[config.mk]
export PLATFORM = sky130hd
export DESIGN_NAME = dynamic_priority_scheduler_flat
export DESIGN_NICKNAME = d
export VERILOG_FILES = /design/src/hw/rtl/dps_pkg.sv /design/src/hw/rtl/dps_in_if.sv /design/src/hw/rtl/dps_out_if.sv /design/src/hw/rtl/dps_pick.sv /design/src/hw/rtl/dynamic_priority_scheduler.sv /design/src/flat_wrapper.sv
export VERILOG_INCLUDE_DIRS = /design/src /design/src/hw/rtl
export SDC_FILE = /design/constraint.sdc
export NUM_CORES = 2
export LEC_CHECK = 0
export ABC_AREA = 0
export BUFFER_PORTS_ARGS = -buffer_cell sky130_fd_sc_hd__buf_2
export CORE_MARGIN = 2
export CORE_UTILIZATION = 40
export CTS_CLUSTER_SIZE = 25
export DETAILED_ROUTE_END_ITERATION = 8
export PLACE_DENSITY_LB_ADDON = 0.1
export SLEW_MARGIN = 15
export SYNTH_ARGS = -nofsm -noshare
export SYNTH_HDL_FRONTEND = slang
export SYNTH_SLANG_ARGS = --single-unit
[constraint.sdc]
create_clock -name clk -period 12.35 [get_ports clk]
set_input_delay 1.235 -clock clk [delete_from_list [all_inputs] [get_ports clk]]
set_output_delay 1.235 -clock clk [all_outputs]
set_load 0.02 [all_outputs]
[src/hw/rtl/dynamic_priority_scheduler_assert.svh]
// assertion macros for the dynamic priority scheduler
// expects clk and rst_n in the scope of the including module
`ifndef DYNAMIC_PRIORITY_SCHEDULER_ASSERT_SVH
`define DYNAMIC_PRIORITY_SCHEDULER_ASSERT_SVH
`ifndef ASSERT_OFF
`define DPS_ASSERT_IMPLY(lbl, a, c, msg) \
  lbl: assert property (@(posedge clk) disable iff (!rst_n) (a) |-> (c)) else $error(msg);
`define DPS_ASSERT_NEXT(lbl, a, c, msg) \
  lbl: assert property (@(posedge clk) disable iff (!rst_n) (a) |=> (c)) else $error(msg);
`else
`define DPS_ASSERT_IMPLY(lbl, a, c, msg)
`define DPS_ASSERT_NEXT(lbl, a, c, msg)
`endif
`endif

[src/hw/rtl/dps_pkg.sv]
// shared types and constants of the dynamic priority scheduler
// no dependencies
`default_nettype none
package dps_pkg;

  localparam int MAX_PROCS_DEF = 16;

  localparam int BASE_W  = 15;
  localparam int SLICE_W = 8;
  localparam int STEP_W  = 8;
  localparam int CFG_W   = 15;
  localparam int CFG_IDX_W = 2;

  localparam logic [BASE_W-1:0]  BASE_RST  = 15'd50;
  localparam logic [SLICE_W-1:0] SLICE_RST = 8'd2;
  localparam logic [STEP_W-1:0]  STEP_RST  = 8'd3;

  localparam logic [CFG_IDX_W-1:0] REG_BASE  = 2'd0;
  localparam logic [CFG_IDX_W-1:0] REG_SLICE = 2'd1;
  localparam logic [CFG_IDX_W-1:0] REG_STEP  = 2'd2;

  localparam logic CMD_ADD  = 1'b0;
  localparam logic CMD_TICK = 1'b1;

  localparam logic signed [16:0] PRI_MIN = -17'sd32768;

  typedef enum logic [2:0] {
    ST_ADDED = 3'd0,
    ST_FULL  = 3'd1,
    ST_RUN   = 3'd2,
    ST_FIN   = 3'd3,
    ST_EMPTY = 3'd4
  } status_t;

  typedef enum logic [1:0] {
    S_IDLE,
    S_SCAN,
    S_LAST,
    S_DONE
  } state_t;

  typedef struct packed {
    logic [7:0]         id;
    logic signed [16:0] pri;
    logic [15:0]        need;
    logic [15:0]        cpu;
    logic [15:0]        runs;
  } entry_t;

  typedef struct packed {
    logic start;
    logic beat;
    logic occ;
  } pick_ctl_t;

  typedef struct packed {
    logic found;
    logic free_found;
  } pick_st_t;

endpackage
`default_nettype wire

[src/hw/rtl/dps_in_if.sv]
// command channel of the scheduler
// no dependencies
`default_nettype none
interface dps_in_if;
  logic        valid;
  logic        ready;
  logic        command;
  logic [7:0]  process_id;
  logic [15:0] need_time;

  modport source (output valid, command, process_id, need_time, input ready);
  modport sink (input valid, command, process_id, need_time, output ready);
endinterface
`default_nettype wire

[src/hw/rtl/dps_out_if.sv]
// result channel of the scheduler
// no dependencies
`default_nettype none
interface dps_out_if;
  logic               valid;
  logic               ready;
  logic [2:0]         status;
  logic [7:0]         chosen_id;
  logic [15:0]        cpu_used;
  logic [15:0]        need_left;
  logic [15:0]        run_count;
  logic signed [15:0] new_priority;

  modport source (output valid, status, chosen_id, cpu_used, need_left, run_count,
                  new_priority, input ready);
  modport sink (input valid, status, chosen_id, cpu_used, need_left, run_count,
                new_priority, output ready);
endinterface
`default_nettype wire

[src/hw/rtl/dps_pick.sv]
// shared compare unit: tracks best entry and lowest free slot over a table scan
// depends on dps_pkg
`default_nettype none
module dps_pick #(
  parameter int MAX_PROCS = dps_pkg::MAX_PROCS_DEF,
  localparam int IDX_W = $clog2(MAX_PROCS)
) (
  input  wire logic               clk,
  input  wire logic               rst_n,
  input  wire dps_pkg::pick_ctl_t ctl,
  input  wire logic [IDX_W-1:0]   beat_idx,
  input  wire dps_pkg::entry_t    beat_ent,
  output dps_pkg::pick_st_t       st,
  output logic [IDX_W-1:0]        best_idx,
  output logic [IDX_W-1:0]        free_idx,
  output dps_pkg::entry_t         best_ent
);

  logic             found_r;
  logic             free_found_r;
  logic [IDX_W-1:0] best_idx_r;
  logic [IDX_W-1:0] free_idx_r;
  dps_pkg::entry_t  best_ent_r;
  logic             better;
  logic             take_best;
  logic             take_free;

  always_comb begin
    better = !found_r
          || ($signed(beat_ent.pri) > $signed(best_ent_r.pri))
          || (($signed(beat_ent.pri) == $signed(best_ent_r.pri))
              && (beat_ent.id > best_ent_r.id));
    take_best = ctl.beat && ctl.occ && better;
    take_free = ctl.beat && !ctl.occ && !free_found_r;
  end

  always_ff @(posedge clk) begin
    if (!rst_n) begin
      found_r      <= 1'b0;
      free_found_r <= 1'b0;
    end else if (ctl.start) begin
      found_r      <= 1'b0;
      free_found_r <= 1'b0;
    end else begin
      if (take_best) begin
        found_r <= 1'b1;
      end
      if (take_free) begin
        free_found_r <= 1'b1;
      end
    end
  end

  always_ff @(posedge clk) begin
    if (take_best) begin
      best_ent_r <= beat_ent;
      best_idx_r <= beat_idx;
    end
    if (take_free) begin
      free_idx_r <= beat_idx;
    end
  end

  assign st.found      = found_r;
  assign st.free_found = free_found_r;
  assign best_idx      = best_idx_r;
  assign free_idx      = free_idx_r;
  assign best_ent      = best_ent_r;

endmodule
`default_nettype wire

[src/hw/rtl/dynamic_priority_scheduler.sv]
// top level of the dynamic priority scheduler: sequencer, entry memory, update
// depends on dps_pkg, dps_in_if, dps_out_if, dps_pick and the assertion header
//
// channel   dir  beat contents
// in_ch     in   command, process_id, need_time
// out_ch    out  status, chosen_id, cpu_used, need_left, run_count, new_priority
// cfg_*     in   one register write per cycle, no handshake
//
// every command walks all MAX_PROCS slots, one memory read per cycle
// through the shared compare unit, then commits at most one slot
// the next command is accepted only once the sequencer is back in idle
// the result register holds a beat until taken; commit waits while it is full and not taken
// reset clears the valid bits and restores the config defaults; no clearing pass
`default_nettype none
module dynamic_priority_scheduler #(
  parameter int MAX_PROCS = dps_pkg::MAX_PROCS_DEF
) (
  input  wire logic                          clk,
  input  wire logic                          rst_n,
  input  wire logic                          cfg_we,
  input  wire logic [dps_pkg::CFG_IDX_W-1:0] cfg_idx,
  input  wire logic [dps_pkg::CFG_W-1:0]     cfg_wdata,
  dps_in_if.sink                             in_ch,
  dps_out_if.source                          out_ch
);

  localparam int IDX_W = $clog2(MAX_PROCS);
  localparam logic [IDX_W-1:0] LAST_IDX = IDX_W'(MAX_PROCS - 1);

  // config registers
  logic [dps_pkg::BASE_W-1:0]  base_r;
  logic [dps_pkg::SLICE_W-1:0] slice_r;
  logic [dps_pkg::STEP_W-1:0]  step_r;

  always_ff @(posedge clk) begin
    if (!rst_n) begin
      base_r  <= dps_pkg::BASE_RST;
      slice_r <= dps_pkg::SLICE_RST;
      step_r  <= dps_pkg::STEP_RST;
    end else if (cfg_we) begin
      unique case (cfg_idx)
        dps_pkg::REG_BASE:  base_r  <= cfg_wdata;
        dps_pkg::REG_SLICE: slice_r <= cfg_wdata[dps_pkg::SLICE_W-1:0];
        dps_pkg::REG_STEP:  step_r  <= cfg_wdata[dps_pkg::STEP_W-1:0];
        default: ;
      endcase
    end
  end

  // sequencer
  dps_pkg::state_t state_r, state_nxt;
  logic [IDX_W-1:0] cnt_r;
  logic             accept;
  logic             scan_issue;
  logic             out_free;
  logic             commit;

  assign accept   = in_ch.valid && in_ch.ready;
  assign out_free = !out_ch.valid || out_ch.ready;

  always_comb begin
    state_nxt = state_r;
    unique case (state_r)
      dps_pkg::S_IDLE: if (in_ch.valid) state_nxt = dps_pkg::S_SCAN;
      dps_pkg::S_SCAN: if (cnt_r == LAST_IDX) state_nxt = dps_pkg::S_LAST;
      dps_pkg::S_LAST: state_nxt = dps_pkg::S_DONE;
      dps_pkg::S_DONE: if (out_free) state_nxt = dps_pkg::S_IDLE;
      default:         state_nxt = dps_pkg::S_IDLE;
    endcase
  end

  always_comb begin
    in_ch.ready = (state_r == dps_pkg::S_IDLE);
    scan_issue  = (state_r == dps_pkg::S_SCAN);
    commit      = (state_r == dps_pkg::S_DONE) && out_free;
  end

  always_ff @(posedge clk) begin
    if (!rst_n) begin
      state_r <= dps_pkg::S_IDLE;
      cnt_r   <= '0;
    end else begin
      state_r <= state_nxt;
      if (accept) begin
        cnt_r <= '0;
      end else if (scan_issue && cnt_r != LAST_IDX) begin
        cnt_r <= cnt_r + 1'b1;
      end
    end
  end

  // held command
  logic        cmd_r;
  logic [7:0]  pid_r;
  logic [15:0] need_r;

  always_ff @(posedge clk) begin
    if (accept) begin
      cmd_r  <= in_ch.command;
      pid_r  <= in_ch.process_id;
      need_r <= in_ch.need_time;
    end
  end

  // entry memory and valid bits
  dps_pkg::entry_t  mem [MAX_PROCS];
  dps_pkg::entry_t  rd_r;
  logic [MAX_PROCS-1:0] valid_r;
  logic             beat_r;
  logic             occ_r;
  logic [IDX_W-1:0] beat_idx_r;
  logic             wr_en;
  logic [IDX_W-1:0] wr_addr;
  dps_pkg::entry_t  wr_data;
  logic             set_valid;
  logic             clr_valid;

  always_ff @(posedge clk) begin
    if (wr_en) begin
      mem[wr_addr] <= wr_data;
    end
    rd_r       <= mem[cnt_r];
    occ_r      <= valid_r[cnt_r];
    beat_idx_r <= cnt_r;
  end

  always_ff @(posedge clk) begin
    if (!rst_n) begin
      valid_r <= '0;
      beat_r  <= 1'b0;
    end else begin
      beat_r <= scan_issue;
      if (set_valid) begin
        valid_r[wr_addr] <= 1'b1;
      end else if (clr_valid) begin
        valid_r[wr_addr] <= 1'b0;
      end
    end
  end

  // shared compare unit
  dps_pkg::pick_ctl_t pick_ctl;
  dps_pkg::pick_st_t  pick_st;
  logic [IDX_W-1:0]   best_idx;
  logic [IDX_W-1:0]   free_idx;
  dps_pkg::entry_t    best;

  assign pick_ctl.start = accept;
  assign pick_ctl.beat  = beat_r;
  assign pick_ctl.occ   = occ_r;

  dps_pick #(
    .MAX_PROCS(MAX_PROCS)
  ) u_pick (
    .clk      (clk),
    .rst_n    (rst_n),
    .ctl      (pick_ctl),
    .beat_idx (beat_idx_r),
    .beat_ent (rd_r),
    .st       (pick_st),
    .best_idx (best_idx),
    .free_idx (free_idx),
    .best_ent (best)
  );

  // slot update
  dps_pkg::status_t   res_status;
  logic [7:0]         res_id;
  logic [15:0]        res_cpu;
  logic [15:0]        res_need;
  logic [15:0]        res_runs;
  logic [15:0]        res_pri;
  logic signed [17:0] pri_init;
  logic signed [17:0] pri_dec;
  logic signed [16:0] pri_sat;
  logic               finish;
  logic [15:0]        charge;
  logic [16:0]        cpu_sum;
  logic [15:0]        cpu_sat;
  logic [15:0]        runs_sat;

  always_comb begin
    pri_init = $signed({3'b000, base_r}) - $signed({2'b00, need_r});
    pri_dec  = $signed({best.pri[16], best.pri}) - $signed({10'd0, step_r});
    pri_sat  = (pri_dec < $signed({dps_pkg::PRI_MIN[16], dps_pkg::PRI_MIN}))
             ? dps_pkg::PRI_MIN : pri_dec[16:0];
    finish   = best.need <= {8'd0, slice_r};
    charge   = finish ? best.need : {8'd0, slice_r};
    cpu_sum  = {1'b0, best.cpu} + {1'b0, charge};
    cpu_sat  = cpu_sum[16] ? 16'hFFFF : cpu_sum[15:0];
    runs_sat = (best.runs == 16'hFFFF) ? best.runs : best.runs + 16'd1;

    res_status = dps_pkg::ST_EMPTY;
    res_id     = '0;
    res_cpu    = '0;
    res_need   = '0;
    res_runs   = '0;
    res_pri    = '0;
    wr_en      = 1'b0;
    wr_addr    = best_idx;
    wr_data    = best;
    set_valid  = 1'b0;
    clr_valid  = 1'b0;

    if (cmd_r == dps_pkg::CMD_ADD) begin
      res_id = pid_r;
      if (!pick_st.free_found) begin
        res_status = dps_pkg::ST_FULL;
      end else begin
        res_status   = dps_pkg::ST_ADDED;
        res_need     = need_r;
        res_pri      = pri_init[15:0];
        wr_en        = commit;
        set_valid    = commit;
        wr_addr      = free_idx;
        wr_data.id   = pid_r;
        wr_data.pri  = pri_init[16:0];
        wr_data.need = need_r;
        wr_data.cpu  = '0;
        wr_data.runs = '0;
      end
    end else if (pick_st.found) begin
      res_id       = best.id;
      res_cpu      = cpu_sat;
      res_runs     = runs_sat;
      wr_en        = commit;
      wr_data.cpu  = cpu_sat;
      wr_data.runs = runs_sat;
      if (finish) begin
        res_status   = dps_pkg::ST_FIN;
        res_pri      = best.pri[15:0];
        wr_data.need = '0;
        clr_valid    = commit;
      end else begin
        res_status   = dps_pkg::ST_RUN;
        res_need     = best.need - {8'd0, slice_r};
        res_pri      = pri_sat[15:0];
        wr_data.need = best.need - {8'd0, slice_r};
        wr_data.pri  = pri_sat;
      end
    end
  end

  // result register
  logic               out_valid_r;
  logic [2:0]         out_status_r;
  logic [7:0]         out_id_r;
  logic [15:0]        out_cpu_r;
  logic [15:0]        out_need_r;
  logic [15:0]        out_runs_r;
  logic signed [15:0] out_pri_r;

  always_ff @(posedge clk) begin
    if (!rst_n) begin
      out_valid_r <= 1'b0;
    end else if (commit) begin
      out_valid_r <= 1'b1;
    end else if (out_ch.ready) begin
      out_valid_r <= 1'b0;
    end
  end

  always_ff @(posedge clk) begin
    if (commit) begin
      out_status_r <= res_status;
      out_id_r     <= res_id;
      out_cpu_r    <= res_cpu;
      out_need_r   <= res_need;
      out_runs_r   <= res_runs;
      out_pri_r    <= $signed(res_pri);
    end
  end

  assign out_ch.valid        = out_valid_r;
  assign out_ch.status       = out_status_r;
  assign out_ch.chosen_id    = out_id_r;
  assign out_ch.cpu_used     = out_cpu_r;
  assign out_ch.need_left    = out_need_r;
  assign out_ch.run_count    = out_runs_r;
  assign out_ch.new_priority = out_pri_r;

  // checks
`include "dynamic_priority_scheduler_assert.svh"

  `DPS_ASSERT_NEXT(a_busy_after_accept, accept, !in_ch.ready, "ready right after accept")
  `DPS_ASSERT_IMPLY(a_fin_drained, out_ch.valid && out_ch.status == dps_pkg::ST_FIN,
    out_ch.need_left == 16'd0, "finished beat with need left")
  `DPS_ASSERT_IMPLY(a_added_fresh, out_ch.valid && out_ch.status == dps_pkg::ST_ADDED,
    out_ch.cpu_used == 16'd0 && out_ch.run_count == 16'd0, "added beat with history")
  `DPS_ASSERT_IMPLY(a_empty_clean, out_ch.valid && out_ch.status == dps_pkg::ST_EMPTY,
    out_ch.chosen_id == 8'd0 && out_ch.cpu_used == 16'd0, "empty beat with payload")

endmodule
`default_nettype wire
[src/flat_wrapper.sv]
// flat-port wrapper written by rule: the top's interface ports become plain ports
module dynamic_priority_scheduler_flat 
#(
  parameter int MAX_PROCS = dps_pkg::MAX_PROCS_DEF
)
  (clk, rst_n, cfg_we, cfg_idx, cfg_wdata, in_ch_valid, in_ch_command, in_ch_process_id, in_ch_need_time, in_ch_ready, out_ch_valid, out_ch_status, out_ch_chosen_id, out_ch_cpu_used, out_ch_need_left, out_ch_run_count, out_ch_new_priority, out_ch_ready);
  dps_in_if in_ch_i ();
  dps_out_if out_ch_i ();
  input  wire logic clk;
  input  wire logic rst_n;
  input  wire logic cfg_we;
  input  wire logic [dps_pkg::CFG_IDX_W-1:0] cfg_idx;
  input  wire logic [dps_pkg::CFG_W-1:0] cfg_wdata;
  input wire logic [$bits(in_ch_i.valid)-1:0] in_ch_valid;
  input wire logic [$bits(in_ch_i.command)-1:0] in_ch_command;
  input wire logic [$bits(in_ch_i.process_id)-1:0] in_ch_process_id;
  input wire logic [$bits(in_ch_i.need_time)-1:0] in_ch_need_time;
  output wire logic [$bits(in_ch_i.ready)-1:0] in_ch_ready;
  output wire logic [$bits(out_ch_i.valid)-1:0] out_ch_valid;
  output wire logic [$bits(out_ch_i.status)-1:0] out_ch_status;
  output wire logic [$bits(out_ch_i.chosen_id)-1:0] out_ch_chosen_id;
  output wire logic [$bits(out_ch_i.cpu_used)-1:0] out_ch_cpu_used;
  output wire logic [$bits(out_ch_i.need_left)-1:0] out_ch_need_left;
  output wire logic [$bits(out_ch_i.run_count)-1:0] out_ch_run_count;
  output wire logic [$bits(out_ch_i.new_priority)-1:0] out_ch_new_priority;
  input wire logic [$bits(out_ch_i.ready)-1:0] out_ch_ready;
  assign in_ch_i.valid = in_ch_valid;
  assign in_ch_i.command = in_ch_command;
  assign in_ch_i.process_id = in_ch_process_id;
  assign in_ch_i.need_time = in_ch_need_time;
  assign in_ch_ready = in_ch_i.ready;
  assign out_ch_valid = out_ch_i.valid;
  assign out_ch_status = out_ch_i.status;
  assign out_ch_chosen_id = out_ch_i.chosen_id;
  assign out_ch_cpu_used = out_ch_i.cpu_used;
  assign out_ch_need_left = out_ch_i.need_left;
  assign out_ch_run_count = out_ch_i.run_count;
  assign out_ch_new_priority = out_ch_i.new_priority;
  assign out_ch_i.ready = out_ch_ready;
  dynamic_priority_scheduler #(.MAX_PROCS(MAX_PROCS)) u_core (.clk(clk), .rst_n(rst_n), .cfg_we(cfg_we), .cfg_idx(cfg_idx), .cfg_wdata(cfg_wdata), .in_ch(in_ch_i), .out_ch(out_ch_i));
endmodule
Word-level counts from Yosys, hierarchy flattened
Memories as Yosys holds them, arrays and structs flattened. A register that Yosys moved wholly into a read port is not among the register bits.
Index checks and enable logic that the tools add are counted.
{"block": "op_classes", "n_addsub": 6, "order_cmp": 7, "n_eq_ne": 12, "mux": 46, "n_bitwise": 4, "n_reduce_logical": 26}
{"op": "$mux 16", "count": 13}
{"op": "$mux 65", "count": 2}
{"op": "$mux 73", "count": 1}
{"op": "$mux 17", "count": 2}
{"op": "$mux 8", "count": 3}
{"op": "$lt 18x16->1 const B", "count": 1}
{"op": "$sub 17x9->18", "count": 1}
{"op": "$add 16x16->17", "count": 1}
{"op": "$eq 17x17->1", "count": 1}
{"op": "$gt 17x17->1", "count": 1}
{"op": "$sub 15x16->17", "count": 1}
{"op": "$add 16x1->16 const B", "count": 1}
{"op": "$and 16x16->16", "count": 1}
{"op": "$eq 16x16->1 const B", "count": 1}
{"op": "$le 16x8->1", "count": 1}
{"op": "$not 16->16", "count": 1}
{"op": "$or 16x16->16", "count": 1}
{"op": "$sub 16x8->16", "count": 1}
{"op": "$mux 1", "count": 15}
{"op": "$lt 4x5->1 const B", "count": 2}
{"op": "$logic_and 1x1->1", "count": 9}
{"op": "$gt 8x8->1", "count": 1}
{"op": "$mux 4", "count": 2}
{"op": "$pmux 2 s4", "count": 1}
{"op": "20 further kinds", "count": 37}
{"block": "word_totals", "regBits": 243, "ram_bits": 1168, "out_inout_bits": 77, "word_cells": 130, "mem_count": 1}
{"memory": "u_core.mem", "words": 16, "word_bits": 73, "rd": 1, "rd_ports_with_merged_regs": 1, "write_ports": 1, "line": "dynamic_priority_scheduler.sv:106", "rtl": "dps_pkg::entry_t mem [MAX_PROCS];"}

Longest topological paths before layout
{"block": "depth", "word_depth": 10, "depth_mapped": 22}

Cells and area by module
Synthesis repeated with hierarchy kept, for this count alone.
{"block": "hier_totals", "cells_unflattened": 2974, "area_unflattened_um2": 58323.4}
{"module": "dynamic_priority_scheduler", "n_inst": 1, "cells_each": 2790, "area_each_um2": 55142.9}
{"module": "dps_pick", "n_inst": 1, "cells_each": 184, "area_each_um2": 3180.6}

Least setup slack after synthesis
OpenSTA, ideal clock, no wires.
{"block": "synth_path", "path_type": "register to register", "from": "register u_core.u_pick.best_ent_r, in the netlist u_core.u_pick.best_ent[58]", "to": "register u_core.u_pick.best_ent_r, in the netlist u_core.u_pick.best_ent[0], enable pin", "arrival_ns": 7.902, "t_required_ns": 11.699, "setup_slack_ns": 3.797, "path_stages_with_launch": 10, "n_path_buf": 0, "synth_period_minus_slack_ns": 8.553, "cell_sequence": "edfxtp_1 inv_1 ha_1 a21o_1 a21o_1 a21oi_1 nor2_1 nor4_1 mux2i_1 a311oi_1"}
{"block": "synth_via", "elab_chain_len": 4}
{"element": "start: declaration", "line": "dps_pick.sv:23", "rtl": "dps_pkg::entry_t best_ent_r;"}
{"element": "start signal: assignment", "line": "dps_pick.sv:56", "rtl": "best_ent_r <= beat_ent;"}
{"element": "$gt 17x17->1 / $eq 17x17->1 (equally long branches)", "line": "dps_pick.sv:30, dps_pick.sv:31"}
{"element": "$logic_or 1x1->1 / $logic_and 1x1->1 (equally long branches)", "line": "dps_pick.sv:30, dps_pick.sv:32"}
{"element": "$logic_or 1x1->1 (*)", "line": "dps_pick.sv:31", "rtl": "|| (($signed(beat_ent.pri) == $signed(best_ent_r.pri))"}
{"element": "$logic_and 1x1->1 (*)", "line": "dps_pick.sv:33", "rtl": "take_best = ctl.beat && ctl.occ && better;"}
{"element": "via u_core.u_pick.take_best", "line": "dps_pick.sv:25", "rtl": "logic take_best;"}
The timed path passes the listed nets; every way through them passes the cells marked *.
A chain may end at the register's enable or synchronous reset.

==> results.sh <==
export IMPL_switching_power_mw=2.74
export IMPL_yosys_area_top_type_share_pct=69.3
export IMPL_skew_ps=31.2
export IMPL_cts_tree="built"
export IMPL_drt_iter0_markers=2695
export IMPL_seqPwrFrac_pct=49.1
export IMPL_critical_path_max_stage_delay_ps=810
export IMPL_syn_area_um2=58400
export IMPL_synth_edff_count=1349
export IMPL_synth_xor_area_share_pct=0.899
export IMPL_drc=0
export IMPL_io_pins=124
export IMPL_crit_chain="inv_1 > ha_1 > inv_1 > fa_1 > nand3_1 > a21oi_1 > o21ai_0 > nand2_1 > buf_4 > o21ai_0 > ha_1 > inv_1 > fa_1 > nor2b_1 > o31ai_1 > a21oi_1 > a2111oi_4 > o21ai_1 > nor2_1 > o21ai_1"
export IMPL_fp_dieH_um=386
export IMPL_min_period_ps=6170
export IMPL_numCtsBuffers=155
export IMPL_p_comb_share_pct=11.4
export IMPL_hold_viol=0
export IMPL_arrival_ps=6600
export IMPL_cts_buffer_depth=3
export IMPL_synthSimpleGateAreaFrac_pct=3.31
export IMPL_multi_input_area_um2=14600
export IMPL_vias=29871
export IMPL_post_cts_setup_buffers=0
export IMPL_worstMarginPinSlew_ps=1120
export IMPL_clockRootBuffer="clkbuf_16"
export IMPL_critPathCaptureType="flip-flop"
export IMPL_synth_area_leader_cell="edfxtp_1"
export IMPL_p_int_mw=9.04
export IMPL_coreArea_um2=145000
export IMPL_synth_seq_cells=1484
export IMPL_htreeDepth=4
export IMPL_area_growth_pct=14.5
export IMPL_die_w_um=386
export IMPL_cp_top_family="compound AO/OA/AOI/OAI gates"
export IMPL_clkTransAtPathRegs_ps=60
export IMPL_drive_gt1_share_pct=25.2
export IMPL_synthCells=3008
export IMPL_hpwl_mm=88.4
export IMPL_grt_util_all_layers_pct=21.1
export IMPL_ff_latch_area_um2=43200
export IMPL_grt_pass1_vias=31075
export IMPL_nets=3375
export IMPL_clock_latency_ps=780
export IMPL_rows=140
export IMPL_ff2ff_path_depth=20
export IMPL_initial_core_util_pct=40.2
export IMPL_whs_ps=398
export IMPL_status="complete, no violations"
export IMPL_clock_sinks=1484
export IMPL_postCtsResizedCells=0
export IMPL_grt_max_degree=66
export IMPL_p_per_area_nw_per_um2=176
export IMPL_ys_seq_area_share_pct=73.9
export IMPL_first_pass_iters=7
export IMPL_min_delay_path_depth=0
export IMPL_synth_compound_area_share_pct=3.92
export IMPL_synth_fa_ha_area_share_pct=1.81
export IMPL_viasPerCell=5.64
export IMPL_cp_slowest_cell="o21ai_1"
export IMPL_maxSlewHeadroom_pct=25.1
export IMPL_synth_distinct_cells=68
export IMPL_io_buffer_count=123
export IMPL_num_fill_cells=12203
export IMPL_fin_crit_sh_pct=50.0
export IMPL_place_congestion=0.832
export IMPL_grt_ovfl_total=0
export IMPL_synth_ff_type="edfxtp_1"
export IMPL_ir_drop_mv=0.100
export IMPL_fmax_mhz=162
export IMPL_final_setup_tns_ps=0
export IMPL_antenna_found_initial=11
export IMPL_crit_top_cell="inv_1"
export IMPL_synth_common_cells="1349 x edfxtp_1, 370 x mux4_2, 158 x nand2_1, 135 x dfxtp_1, 96 x o21ai_0"
export IMPL_setup_viol=0
export IMPL_yosysMostFrequentCell="edfxtp_1"
export IMPL_routed_wire_length_per_instance_um=29.5
export IMPL_hp_class="flip-flop to flip-flop"
export IMPL_synth_warnings=0
export IMPL_finalMaxSlewViolations=0
export IMPL_rsz0062_at_grt="false"
export IMPL_cp_start_kind="flip-flop"
export IMPL_cp_required_ps=12780
export IMPL_grt_pass1_wl_mm=223
export IMPL_cp_depth=20
export IMPL_critical_path_class="flip-flop to flip-flop"
export IMPL_leakage_nw=21.5
export IMPL_synth_area_top_cells="edfxtp_1 69%, mux4_2 14%, dfxtp_1 4.6%"
export IMPL_drt_total_wl_mm=156
export IMPL_synth_top_family_by_area="multiplexers"
export IMPL_die_area_um2=149000
export IMPL_drt_antenna_violating_nets=0
export IMPL_avgSynthCellArea_um2=19.4
export IMPL_sw_frac_of_total_pct=23.3
export IMPL_worst_path_buf_inv=4
export IMPL_synth_async_reset_ratio_pct=0
export IMPL_power_share_clock_pct=39.5
export IMPL_critPathMaxFanout=21
export IMPL_place_inst=5003
export IMPL_stdcell_count=5292
export IMPL_cap_violations=0
export IMPL_cts_hold_buf=0
export IMPL_muxShareOfSynthArea_pct=14.7
-- power by group through the flow --
stage | Sequential, mW | Combinational, mW | Clock, mW
after floorplan | 5.83 | 1.01 | 0
after global placement | 5.89 | 1.35 | 0
after detailed placement | 5.89 | 1.36 | 0
after CTS | 5.79 | 1.37 | 4.76
after global routing | 5.80 | 1.46 | 4.96
final | 5.78 | 1.34 | 4.65
-- flip-flops by register name (all words and copies together) (netlist names), 16 cells and up, named ones only --
| register | flops |
|---|---|
| u_core.mem | 1168 |
| u_core.out_ch.new_priority | 16 |
| u_core.out_ch.need_left | 16 |
| u_core.u_pick.best_ent | 73 |
| u_core.out_ch.run_count | 16 |
| u_core.out_ch.cpu_used | 16 |
| u_core.need_r | 16 |
| u_core.rd_r | 73 |
-- cell type report --
class | count | area share, %
diodes | 3 | 0.0112
clock buffers | 216 | 6.63
clock inverters | 67 | 0.988
inverters | 91 | 0.511
multi-input cells | 1309 | 21.8
flip-flops and latches | 1484 | 64.6
well taps | 1917 | 3.59
repair buffers | 205 | 1.84
-- routing by layer --
layer	vias up	routed length (um)	GRT usage, %
met2	951	76000	34.2
met4	8	4460	7.26
met5	-	46	0
li1	12694	-	-
met1	15949	67300	29.1
met3	269	8500	3.59
-- cell usage in the layout, fill, tap and decap left out, types with 42 or more instances in the layout --
master	n
nand2_1	157
buf_4	81
o21ai_0	88
inv_1	91
dfxtp_1	131
ha_1	78
nor2_1	65
a21o_1	42
nand3_1	50
mux4_2	370
clkbuf_16	163
edfxtp_1	1349
a21oi_1	69
buf_2	123
-- path summary, 6_finish.rpt --
| kind | endpoint | slack [ps] | start |
|---|---|---|---|
| setup / recovery | u_core.mem[6][27] | 6180 | u_core.u_pick.best_ent[32] |
| hold / removal | u_core.u_pick.best_ent[31] | 400 | u_core.rd_r[31] |
| setup reg to reg | u_core.mem[6][27] | 6180 | u_core.u_pick.best_ent[32] |
| hold reg to reg | u_core.u_pick.best_ent[31] | 400 | u_core.rd_r[31] |
-- through the flow --
step / util (%) / setup slack (ps) / total power, mW / area [um2]
2_1_floorplan: - / 3800 / 6.84 / 58500
3_3_place_gp: 42.5 / 5920 / 7.24 / 61700
3_5_place_dp: 42.5 / 5750 / 7.26 / 61700
4_1_cts: 46.0 / 5710 / 11.9 / 66800
5_1_grt: 46.0 / 5520 / 12.2 / 66900
6_report: 46.0 / 6180 / 11.8 / 66900
-- worst reg2reg max path: stages, from the launching register on --
cell and delay, ps:
edfxtp_1 400, inv_1 100, ha_1 180, inv_1 60
fa_1 400, nand3_1 120, a21oi_1 100, o21ai_0 470
nand2_1 100, buf_4 250, o21ai_0 330, ha_1 290
inv_1 80, fa_1 430, nor2b_1 200, o31ai_1 160
a21oi_1 390, a2111oi_4 170, o21ai_1 630, nor2_1 170
o21ai_1 810
-- kinds of logic (layout without fill, tap and decap cells) --
group / after synthesis / after routing
and+or+nand+nor: 412 / 412
xor gates and xnor gates: 60 / 60
AOI/OAI and AO/OA: 354 / 354
DFF: 1484 / 1484
buffers and inverters: 222 / 579
adders and majority gates: 82 / 82
other: 1 / 11
muxes: 393 / 393
Note: power is estimated with default switching activity, not from simulation.
